`src/rtl/pit_cross.sv`:
```
`timescale 1ns / 1ps
`default_nettype none
// ----------------------------------------------------------------------------
// pit_cross
// Two-stage 2-D cross product a.x*b.y - a.y*b.x: products registered,
// then the difference registered.
// ----------------------------------------------------------------------------
module pit_cross #(
    parameter int DW = 17
) (
    input  wire logic                  i_clk,
    input  wire logic signed [DW-1:0]  i_ax,
    input  wire logic signed [DW-1:0]  i_ay,
    input  wire logic signed [DW-1:0]  i_bx,
    input  wire logic signed [DW-1:0]  i_by,
    output logic signed [2*DW:0]       o_cross
);

    localparam int PW = 2 * DW;
    localparam int CW = PW + 1;

    logic signed [PW-1:0] r_p0, r_p1;
    logic signed [CW-1:0] r_cross;

    // Stage A: the two partial products
    always_ff @(posedge i_clk) begin
        r_p0 <= i_ax * i_by;
        r_p1 <= i_ay * i_bx;
    end

    // Stage B: exact difference, one guard bit
    always_ff @(posedge i_clk) begin
        r_cross <= $signed({r_p0[PW-1], r_p0}) - $signed({r_p1[PW-1], r_p1});
    end

    assign o_cross = r_cross;

endmodule : pit_cross
`default_nettype wire

```
`config.mk`:
```
export PLATFORM = sky130hd
export DESIGN_NAME = pit_cross
export DESIGN_NICKNAME = d
export VERILOG_FILES = /design/src/rtl/pit_cross.sv
export SDC_FILE = /design/constraint.sdc
export NUM_CORES = 2
export LEC_CHECK = 0
export BUFFER_PORTS_ARGS = -buffer_cell sky130_fd_sc_hd__buf_2
export CAP_MARGIN = 20
export CORE_UTILIZATION = 40
export CTS_CLUSTER_SIZE = 40
export DETAILED_ROUTE_END_ITERATION = 8
export PLACE_DENSITY_LB_ADDON = 0.1
export REMOVE_ABC_BUFFERS = 1
export SETUP_SLACK_MARGIN = 0.2
export SKIP_LAST_GASP = 1
export SLEW_MARGIN = 10
export SYNTH_ARGS = -nofsm -noshare
export SYNTH_HDL_FRONTEND = slang
export SYNTH_SLANG_ARGS = --single-unit
```
`constraint.sdc`:
```
create_clock -name i_clk -period 6.7 [get_ports i_clk]
set_input_delay 1.34 -clock i_clk [delete_from_list [all_inputs] [get_ports i_clk]]
set_output_delay 1.34 -clock i_clk [all_outputs]
set_load 0.03 [all_outputs]
```
==> results.ini <==
[die]
dieArea_um2 = 64600
core_um2 = 63000
dieHeight_um = 254
initial_core_util = 0.404
ios = 104
die_w_um = 254
rows = 92

[layout]
final_cell_mix = inv_1 (648), fa_1 (568), buf_4 (306), nand2_1 (280), and2_1 (276)
final_util = 0.489
drive_gt1_frac = 0.199
final_cells = 3945
nFillCells = 6079
syn_to_final_growth_pct = 21.0
fin_nets = 3958
multi_input_area_um2 = 21200
finish.instance_area_um2 = 30800
mostFrequentLayoutCell = inv_1
seqCellArea_um2 = 2060

[drt]
vias = 18700
drc_errors = 0
drt_iter0_drc = 674
drt-total-wl_um = 59800
routed_via_density = 4.73
wl_per_cell_um = 15.2
firstDrtPassIters = 5
ant_nets = 0

[critical_path]
crit_top_cell = fa_1
arrival_ns = 6.95
critical_path_required_ns = 6.99
crit_slowest_cell = fa_1
crit_chain = buf_6 -> buf_12 -> buf_4 -> and2_1 -> fa_1 -> fa_1 -> fa_1 -> fa_1 -> fa_1 -> inv_1 -> fa_1 -> inv_1 -> ha_1 -> buf_4 -> a2111o_1 -> a21oi_2 -> o32ai_4 -> buf_6 -> o41a_1 -> a21o_1 -> a21oi_2 -> xnor2_1
startpoint_type = primary input
cp-end-kind = register
cpPeakStageDelay_ns = 0.55
worst-setup-path-type = in2reg
path_max_fanout = 6

[timing]
tightest_slew_ns = 0.603
period_needed_ns = 6.66
finalClockSkew_ns = 0.00759
fmax_ghz = 0.150
hold_viol_final = 0
drv_slew = 0
finalSetupViolCount = 0
fin_crit_sh = 0.994
fin_tns_setup_ns = 0
rsz0062_at_grt = true
slew_headroom = 0.595

[global_route]
overflow = 0
grt_pass1_vias = 20500
grt_max_degree = 20
track_usage = 0.199
grt_pass1_wl_um = 102000
antenna_found_initial = 0

[place]
hpwl_um = 53500
dpl_cell_area_um2 = 29100
routabilityCongestion = 0.857
place_inst = 3897
io_buffers = 103

[cts]
clock_path_buffers = 2
cts_root_buffer = clkbuf_16
cts_sinks = 103
cts.clk_slew.worst_paths_ns = 0.08
htree_num_levels = 3
cts_tree = yes
worstSkewPairLatency_ns = 0.36
cts_buffers = 9

[hold_path]
hold_class = reg2reg

[yosys]
mappedNetlistArea_um2 = 25400
syn_inst = 2719
synth_edf_count = 0
yosys_warnings = 0
yosysUniqueCellTypes = 66
synthFlopType = dfxtp_1
avgSynthCellArea_um2 = 9.36
seq_area_frac_synth = 0.0810
synthArstFlopShare = 0
synth_seq_cells = 103

[run]
cap_violations = 0

[status]
status = finished, final reports clean

## critical path: cells and delay by family
family | cells | cell delay [ns]
AND/OR/NAND/NOR | 1 | 0.17
XOR/XNOR | 1 | 0.12
AO/OA/AOI/OAI | 6 | 1.33
adder cells (fa/ha/maj) | 7 | 3.21
buffers and inverters | 7 | 0.75
## metal layers
| layer | vias to the layer above | share of wire | track usage |
|---|---|---|---|
| li1 | 8807 | - | - |
| met1 | 9578 | 0.47 | 0.280 |
| met2 | 232 | 0.50 | 0.340 |
| met3 | 35 | 0.029 | 0.0192 |
| met4 | 0 | 0.0085 | 0.0210 |
| met5 | - | 0 | 0 |
## cell type report
type	count	share of cell area
repair inverters	1	0.000163
inverters	671	0.0820
multi-input cells	1868	0.690
well taps	846	0.0344
diodes	2	0.000163
clock inverters	7	0.00297
flip-flops and latches	103	0.0670
clock buffers	9	0.00731
repair buffers	438	0.116
## repair_timing
action,4_1_cts,5_1_grt
buffers inserted,12,17
gates cloned,0,1
resized for setup,138,173
endpoints found under the setup margin,21,21
pin swaps,49,98
hold buffers,0,0
## cells by family (layout without fill, tap and decap cells)
group	after synthesis	after routing	synth area share
adders and majority gates	797	797	0.567
buffers and inverters	748	1126	0.110
and+or+nand+nor	740	740	0.145
AOI/OAI and AO/OA	232	232	0.0623
DFF	103	103	0.0810
xor gates and xnor gates	99	99	0.0341
other	0	2	0
## synthesized netlist by cell type (all sizes together) (11+ instances only)
cell / n / share of area
inv: 671 / 0.099
fa: 593 / 0.47
and2: 292 / 0.072
nand2: 292 / 0.043
ha: 204 / 0.10
dfxtp: 103 / 0.081
xnor2: 79 / 0.027
nor2: 78 / 0.012
clkbuf: 74 / 0.011
a21oi: 60 / 0.012
a21o: 41 / 0.012
o21ai: 38 / 0.0075
xor2: 20 / 0.0069
o21a: 17 / 0.0050
nor3: 13 / 0.0026
a31oi: 12 / 0.0038
nand3: 12 / 0.0024
nand2b: 11 / 0.0027
## worst paths after layout
path | from | end | slack, ns | cells past startpoint
worst max-delay path | i_ay[9] | r_p1[32] | 0.04 | 22
worst min-delay path | r_p1[0] | o_cross[0] | 0.53 | 2
worst max register to register | r_p0[0] | o_cross[28] | 3.50 | 12
worst min register to register | r_p1[0] | o_cross[0] | 0.53 | 2
## sequential cells by signal (all words and copies together), names as in the netlist
| register | cells |
|---|---|
| o_cross | 35 |
| r_p0 | 34 |
| r_p1 | 34 |
## through the flow
| step | hold slack (ns) | setup WS, ns |
|---|---|---|
| finish | 0.531 | 0.0420 |
| CTS | 0.537 | -0.0227 |
| detailed placement | 0.540 | -0.661 |
| global placement | 0.531 | -0.598 |
| global route | 0.546 | -0.158 |
| floorplan | 0.470 | -0.148 |
Power is left out: the tool's default activity adds up to more than one toggle a clock period on the data nets, which glitch-free logic cannot reach.
